### src/dprc_pkg.sv
// ----------------------------------------------------------------------------
// dprc_pkg: shared types, constants and arithmetic helpers
// Q12.20 helpers, channel structs and op codes for depth to color registration.
// ----------------------------------------------------------------------------
package dprc_pkg;

   localparam int IMAGE_COLS    = 640;
   localparam int IMAGE_ROWS    = 480;
   localparam int TABLE_ENTRIES = 2048;
   localparam int TAB_AW        = $clog2(TABLE_ENTRIES);

   localparam int ROW_W  = 9;
   localparam int COL_W  = 10;
   localparam int CODE_W = 11;
   localparam int IDX_W  = 11;
   localparam int Q_W    = 32;
   localparam int FRAC   = 20;
   localparam int CSR_AW = 3;

   localparam int COEF_N  = 16;
   localparam int COEF_AW = 4;
   localparam int C_FX    = 0;
   localparam int C_FY    = 1;
   localparam int C_ROT   = 2;
   localparam int C_TRN   = 11;

   localparam int QDEPTH = 4;
   localparam int QAW    = 2;
   localparam int DIV_NB = Q_W + FRAC;

   typedef enum logic [1:0] {
      OP_PIXEL = 2'd0,
      OP_TABLE = 2'd1,
      OP_COEF  = 2'd2,
      OP_NONE  = 2'd3
   } dprc_op_type;

   typedef struct packed {
      logic [CODE_W-1:0]     depth_limit;
      logic signed [Q_W-1:0] dcx;
      logic signed [Q_W-1:0] dcy;
      logic signed [Q_W-1:0] difx;
      logic signed [Q_W-1:0] dify;
      logic signed [Q_W-1:0] ccx;
      logic signed [Q_W-1:0] ccy;
   } dprc_cfg_type;

   typedef logic [COEF_N-1:0][Q_W-1:0] dprc_coef_type;

   typedef struct packed {
      logic [ROW_W-1:0]      row;
      logic [COL_W-1:0]      col;
      logic signed [Q_W-1:0] z;
   } dprc_pix_type;

   typedef struct packed {
      logic [ROW_W-1:0]      row;
      logic [COL_W-1:0]      col;
      logic signed [Q_W-1:0] x;
      logic signed [Q_W-1:0] y;
      logic signed [Q_W-1:0] z;
      logic                  zero;
   } dprc_item_type;

   function automatic logic signed [Q_W-1:0] sat32(input logic signed [63:0] v);
      if (v > 64'sd2147483647) begin
         return 32'sh7fffffff;
      end else if (v < -64'sd2147483648) begin
         return 32'sh80000000;
      end
      return v[Q_W-1:0];
   endfunction

   function automatic logic signed [Q_W-1:0] qround(input logic signed [63:0] p);
      logic signed [63:0] t;
      t = (p + 64'sd524288) >>> FRAC;
      return sat32(t);
   endfunction

endpackage

### src/dprc_queue.sv
// ----------------------------------------------------------------------------
// dprc_queue: short pixel queue
// Decouples request intake from the arithmetic pipeline.
// ----------------------------------------------------------------------------
module dprc_queue import dprc_pkg::*; (
   input  logic           clock,
   input  logic           reset,
   input  logic           push,
   input  dprc_pix_type   push_pix,
   input  logic           pop,
   output dprc_pix_type   head,
   output logic           empty,
   output logic           afull,
   output logic [QAW:0]   count
);

   dprc_pix_type     slot_ff [QDEPTH];
   logic [QAW-1:0]   wr_ff, wr_in, rd_ff, rd_in;
   logic [QAW:0]     count_ff, count_in;

   always_comb begin
      wr_in    = push ? wr_ff + 1'b1 : wr_ff;
      rd_in    = pop ? rd_ff + 1'b1 : rd_ff;
      count_in = count_ff + (QAW+1)'(push) - (QAW+1)'(pop);
   end

   always_ff @(posedge clock) begin
      if (reset) begin
         wr_ff    <= '0;
         rd_ff    <= '0;
         count_ff <= '0;
      end else begin
         wr_ff    <= wr_in;
         rd_ff    <= rd_in;
         count_ff <= count_in;
      end
   end

   always_ff @(posedge clock) begin
      if (push) begin
         slot_ff[wr_ff] <= push_pix;
      end
   end

   assign head  = slot_ff[rd_ff];
   assign empty = (count_ff == '0);
   assign afull = (count_ff >= (QAW+1)'(QDEPTH-1));
   assign count = count_ff;

endmodule

### config.mk
export PLATFORM = sky130hd
export DESIGN_NAME = dprc_queue
export DESIGN_NICKNAME = d
export VERILOG_FILES = /design/src/dprc_pkg.sv /design/src/dprc_queue.sv
export SDC_FILE = /design/constraint.sdc
export NUM_CORES = 1
export LEC_CHECK = 0
export BUFFER_PORTS_ARGS = -buffer_cell sky130_fd_sc_hd__buf_2
export CORE_MARGIN = 5
export CORE_UTILIZATION = 30
export CTS_BUF_LIST = sky130_fd_sc_hd__clkbuf_4
export CTS_CLUSTER_DIAMETER = 60
export DETAILED_ROUTE_END_ITERATION = 8
export RECOVER_POWER = 100
export SKIP_CTS_REPAIR_TIMING = 1
export SYNTH_ARGS = -nofsm -noshare
export SYNTH_HDL_FRONTEND = slang
export SYNTH_SLANG_ARGS = --single-unit
### constraint.sdc
create_clock -name clock -period 5.8 [get_ports clock]
set_input_delay 0.58 -clock clock [delete_from_list [all_inputs] [get_ports clock]]
set_output_delay 0.58 -clock clock [all_outputs]
set_load 0.02 [all_outputs]
==> results.py, run 1 <==
metrics = {
    "run_status": {
        "status": "finished with violations",
        "violations": "max-capacitance violations, max-slew violations",
    },
    "setup_path": {
        "cp.required_ns": 6.00,
        "ff2ff_path_depth": 3,
        "crit_path_max_fanout": 28,
        "reg2reg_slack_ns": 1.85,
        "crit-reg2reg-launch": "wr_ff[0]",
        "cp-start-kind": "flop",
        "cp_data_arrival_time_ns": 4.15,
        "reg2reg_to": "slot_ff[1][5]",
        "cp-end-kind": "flop",
        "crit_type": "flop to flop",
    },
    "synth": {
        "synth-simple-area-share": 0.00923,
        "synth_warnings": 0,
        "synth_mux_area_frac": 0.148,
        "synth-adder-area-share": 0.0137,
        "ys_types": 22,
        "synth_compound_area_frac": 0.00255,
        "ys_ff_latch": 213,
        "synth_area_um2": 7860,
        "synth_top_family_by_area": "multiplexers",
        "synthXorXnorAreaFrac": 0.00334,
        "synth-seq-area-share": 0.802,
        "synth_nets": 375,
        "syn_area_per_cell_um2": 25.2,
        "syn_inst": 312,
    },
    "clock_network": {
        "cts_sinks": 213,
        "numCtsBuffers": 55,
        "clk_path_buf_depth": 3,
        "tritoncts": "yes",
        "htreeDepth": 2,
        "clkSlewWorstSetupHoldPaths_ns": 0.06,
        "cts_root_buf": "clkbuf_4",
        "insertion_delay_ns": 0.61,
    },
    "drt": {
        "drt-total-wl_mm": 15.0,
        "drc_errors": 0,
        "vias": 3704,
        "wl_per_cell_um": 17.6,
        "via_per_inst": 4.35,
        "dr.pass1.iters": 4,
        "ant_nets": 0,
        "drt_iter0_markers": 155,
    },
    "finish": {
        "mostFrequentLayoutCell": "edfxtp_1",
        "finish.utilization": 0.360,
        "area_delta_synth_final_pct": 18.8,
        "diodes": 0,
        "drive_gt1_frac": 0.267,
        "nets": 535,
        "most-common-layout-cells": "204 x edfxtp_1, 110 x clkbuf_1, 70 x clkbuf_4, 50 x mux4_2, 25 x clkinv_1",
    },
    "timing": {
        "maxSlewHeadroom": -1.28,
        "setup_viol": 0,
        "tns_ns": 0,
        "hold_violations": 0,
        "worst_clock_skew_ns": 0.0135,
        "maxSlewViolCount": 262,
        "fmax_ghz": 0.253,
        "tightest_slew_ns": 3.42,
        "period_minus_slack_ns": 3.95,
        "fin_crit_sh": 0.681,
        "rsz0062_at_grt": "no",
    },
    "floorplan": {
        "start_util": 0.303,
        "pin_count": 111,
        "die_h_um": 172,
        "rows": 59,
        "die_x_um": 172,
        "core_area_um2": 25900,
        "die_area_um2": 29500,
    },
    "pwr": {
        "ir_worst_vdd_mv": 0.161,
        "totalPowerFinal_mw": 3.50,
        "p_leak_nw": 2.95,
        "powerDensity_nw_per_um2": 375,
    },
    "run": {
        "maxCapViolCount": 6,
    },
    "global_route": {
        "grt_antenna_before_repair": 0,
        "grt_pass1_wl_mm": 23.3,
        "grt_pass1_vias": 4320,
        "grt_max_degree": 52,
        "top_usage_layer": "met2",
        "grt.total_usage": 0.103,
        "grt-ovfl-total": 0,
        "grt_use_met1": 0.118,
        "grt.met3_usage": 0.0304,
        "use_met2": 0.181,
    },
    "place": {
        "place.gp.congestion": 0.674,
        "post-dp-hpwl_mm": 8.59,
        "portBuffers": 110,
    },
    "min_path": {
        "holdCritStartpoint": "push_pix[47]",
        "worstHoldPathCells": 1,
        "hold_class": "primary input to flop",
        "holdPathEnd": "slot_ff[2][47]",
    },
}
[cell usage after synthesis]
master	instances	area, µm²
a21bo_2	1	10.0
a21oi_1	1	5.00
and2_1	4	25.0
buf_1	1	3.75
buf_12	5	100
buf_2	5	25.0
buf_6	1	11.3
dfxtp_1	9	180
edfxtp_1	204	6130
fa_1	1	20.0
ha_1	7	87.6
inv_1	7	26.3
mux2i_1	1	10.0
mux4_1	1	26.3
mux4_2	50	1130
nand2_1	1	3.75
nand3b_1	1	7.51
nor2_1	5	18.8
nor2b_1	2	12.5
nor3_1	1	5.00
o21ai_0	1	5.00
xnor2_1	3	26.3
[final cells by class]
cell class                      instances  area [µm²]
Tap cell                              335         419
Inverter                                7        26.3
Fill cell                            2488       16600
Timing Repair Buffer                  115         440
Clock inverter                         32         228
Sequential cell                       213        6310
Clock buffer                           70         526
Multi-Input combinational cell         80        1390
[worst max path at each step]
stage / from / endpoint / slack [ns] / cells past startpoint
after floorplan: push / slot_ff[0][0] / 3.59 / 1
after global placement: flop / head[47] / 3.20 / 2
after detailed placement: flop / head[47] / 3.18 / 2
after CTS: flop / head[47] / 2.46 / 2
after global routing: wr_ff[0] / slot_ff[1][5] / 1.50 / 3
final: wr_ff[0] / slot_ff[1][5] / 1.85 / 3
[registers in the layout, summed over array words and instances (netlist names), named ones only]
name / count
count: 3
rd_ff: 2
slot_ff: 204
wr_ff: 2
[worst max-delay path, cell delays in order, from the launching register on]
cell	delay, ns
dfxtp_1	0.41
ha_1	0.16
and2_0	1.50
clkbuf_1	1.44
[through the flow]
step	worst slack (ns)	instances	cell area (µm²)	hold slack, ns
3_5_place_dp	3.18	750	8740	0.548
6_report	1.85	852	9340	0.218
3_3_place_gp	3.20	750	8740	0.509
4_1_cts	2.46	852	9490	0.0798
5_1_grt	1.50	852	9340	0.151
2_1_floorplan	3.59	312	7860	0.492
[power by group]
part | switching [mW] | total (mW) | internal, mW | leakage [nW]
Sequential | 0.0433 | 1.82 | 1.77 | 1.95
Combinational | 0.215 | 0.348 | 0.133 | 0.567
Clock | 0.583 | 1.33 | 0.751 | 0.430
[metal layers]
metal | share of wire | vias up
li1 | - | 1675
met1 | 0.39 | 1893
met2 | 0.52 | 104
met3 | 0.058 | 32
met4 | 0.023 | 0
met5 | 0 | -
[cells by family after synthesis]
family,after synthesis
flip-flops,213
XOR/XNOR,3
AND/OR/NAND/NOR,14
buffers and inverters,19
adder cells (fa/ha/maj),8
AO/OA/AOI/OAI,3
multiplexers,52
Note: power is estimated with default switching activity, not from simulation.
==> run 2, diff against run 1 <==
- clock period: 5.8 -> 3.6 ns (I/O delays scaled with it)
==> run 2 against run 1 <==
  * The flow still finishes with violations (max-capacitance violations, max-slew violations)
  * Clock skew shrank 0.0014 ns
  * Sequential share of layout area shrank 3.0 points
  * Sequential power grew 60%
  * Via count grew 4.5%
==> results.py, run 2 (synthesis results as in run 1) <==
metrics = {
    "drt": {
        "wl_per_cell_um": 16.6,
        "drc_errors": 0,
        "ant_nets": 0,
        "dr.pass1.iters": 6,
        "via_per_inst": 4.31,
        "vias": 3871,
        "drt-total-wl_mm": 14.9,
        "drt_iter0_markers": 194,
    },
    "timing": {
        "fin_crit_sh": 0.798,
        "maxSlewViolCount": 88,
        "hold_violations": 0,
        "worst_clock_skew_ns": 0.0122,
        "tightest_slew_ns": 1.71,
        "period_minus_slack_ns": 2.87,
        "tns_ns": 0,
        "setup_viol": 0,
        "maxSlewHeadroom": -0.141,
        "rsz0062_at_grt": "no",
        "fmax_ghz": 0.348,
    },
    "floorplan": {
        "rows": 59,
        "die_x_um": 172,
        "die_h_um": 172,
        "pin_count": 111,
        "die_area_um2": 29500,
        "core_area_um2": 25900,
        "start_util": 0.303,
    },
    "global_route": {
        "grt.total_usage": 0.101,
        "grt_antenna_before_repair": 0,
        "grt-ovfl-total": 0,
        "grt_max_degree": 52,
        "grt_pass1_vias": 4185,
        "grt_pass1_wl_mm": 22.9,
    },
    "finish": {
        "drive_gt1_frac": 0.252,
        "finish.utilization": 0.377,
        "largest_reg_flops": 204,
        "fillers": 2424,
        "most-common-layout-cells": "204 x edfxtp_1, 107 x clkbuf_1, 74 x clkbuf_4, 52 x dlygate4sd3_1, 50 x mux4_2",
        "multi_input_area_um2": 1390,
        "final_cells": 899,
        "nets": 587,
        "top_register": "slot_ff",
        "mostFrequentLayoutCell": "edfxtp_1",
        "diodes": 0,
        "seq_area_um2": 6310,
        "area_delta_synth_final_pct": 24.4,
    },
    "setup_path": {
        "cp-end-kind": "flop",
        "cp.required_ns": 3.83,
        "cp_data_arrival_time_ns": 3.10,
        "crit_path_max_fanout": 32,
        "crit_type": "flop to flop",
        "cp-start-kind": "flop",
    },
    "clock_network": {
        "insertion_delay_ns": 0.61,
        "htreeDepth": 2,
        "clkSlewWorstSetupHoldPaths_ns": 0.07,
        "cts_sinks": 213,
        "tritoncts": "yes",
        "numCtsBuffers": 53,
        "clk_path_buf_depth": 3,
        "cts_root_buf": "clkbuf_4",
    },
    "run_status": {
        "status": "finished with violations",
        "violations": "max-capacitance violations, max-slew violations",
    },
    "place": {
        "place_inst": 752,
        "post-dp-hpwl_mm": 8.74,
        "portBuffers": 110,
        "place.gp.congestion": 0.701,
    },
    "run": {
        "maxCapViolCount": 4,
    },
    "pwr": {
        "p_leak_nw": 3.14,
        "ir_worst_vdd_mv": 0.244,
        "powerDensity_nw_per_um2": 549,
    },
    "min_path": {
        "hold_class": "primary input to flop",
    },
}
## run 2: cell count changes in the layout (fill, tap and decap cells not counted), moves of 3 or more
cell / delta
bufinv_16: -4
buf_4: +3
and2_2: -3
clkbuf_1: -3
dlygate4sd3_1: +52
clkbuf_4: +4
clkinv_1: -9
and2_0: +3
## run 2: cell type report
type	count	share of cell area
Sequential cell	213	0.645
Tap cell	335	0.0429
Clock buffer	74	0.0568
Inverter	7	0.00269
Multi-Input combinational cell	80	0.142
Timing Repair Buffer	169	0.102
Clock inverter	21	0.00844
## run 2: metal layers
| layer | global-route usage | vias up | part of all wire |
|---|---|---|---|
| li1 | - | 1775 | - |
| met1 | 0.119 | 1960 | 0.41 |
| met2 | 0.172 | 113 | 0.51 |
| met3 | 0.0375 | 23 | 0.061 |
| met4 | 0.0355 | 0 | 0.016 |
| met5 | 0 | - | 0 |
## run 2: report_power, final
part / switching, mW / internal (mW) / total, mW
Clock: 0.890 / 0.952 / 1.84
Sequential: 0.0576 / 2.85 / 2.91
Combinational: 0.365 / 0.255 / 0.619
Total: 1.31 / 4.06 / 5.37
## run 2: path summary, 6_finish.rpt
| kind | from | to | slack, ns | cells after the start |
|---|---|---|---|---|
| min | pop | flop | 0.08 | 3 |
| max reg2reg | wr_ff[0] | slot_ff[3][9] | 0.73 | 3 |
| max | wr_ff[0] | slot_ff[3][9] | 0.73 | 3 |
| min reg2reg | rd_ff[1] | flop | 0.53 | 2 |
## run 2: critical path, cell delays in order (launching register included)
cell and delay, ns:
dfxtp_1 0.40, ha_1 0.18, and2_0 1.27, buf_4 0.65
## run 2: through the flow
stage	hold WS, ns	total power [mW]	setup slack, ns	cell area [µm²]
2_1_floorplan	0.432	3.37	1.43	7860
3_3_place_gp	0.518	3.57	1.35	8770
3_5_place_dp	0.521	3.59	1.33	8770
4_1_cts	-0.135	5.48	0.618	9400
5_1_grt	0.0405	5.67	0.498	9780
6_report	0.0784	5.37	0.728	9780
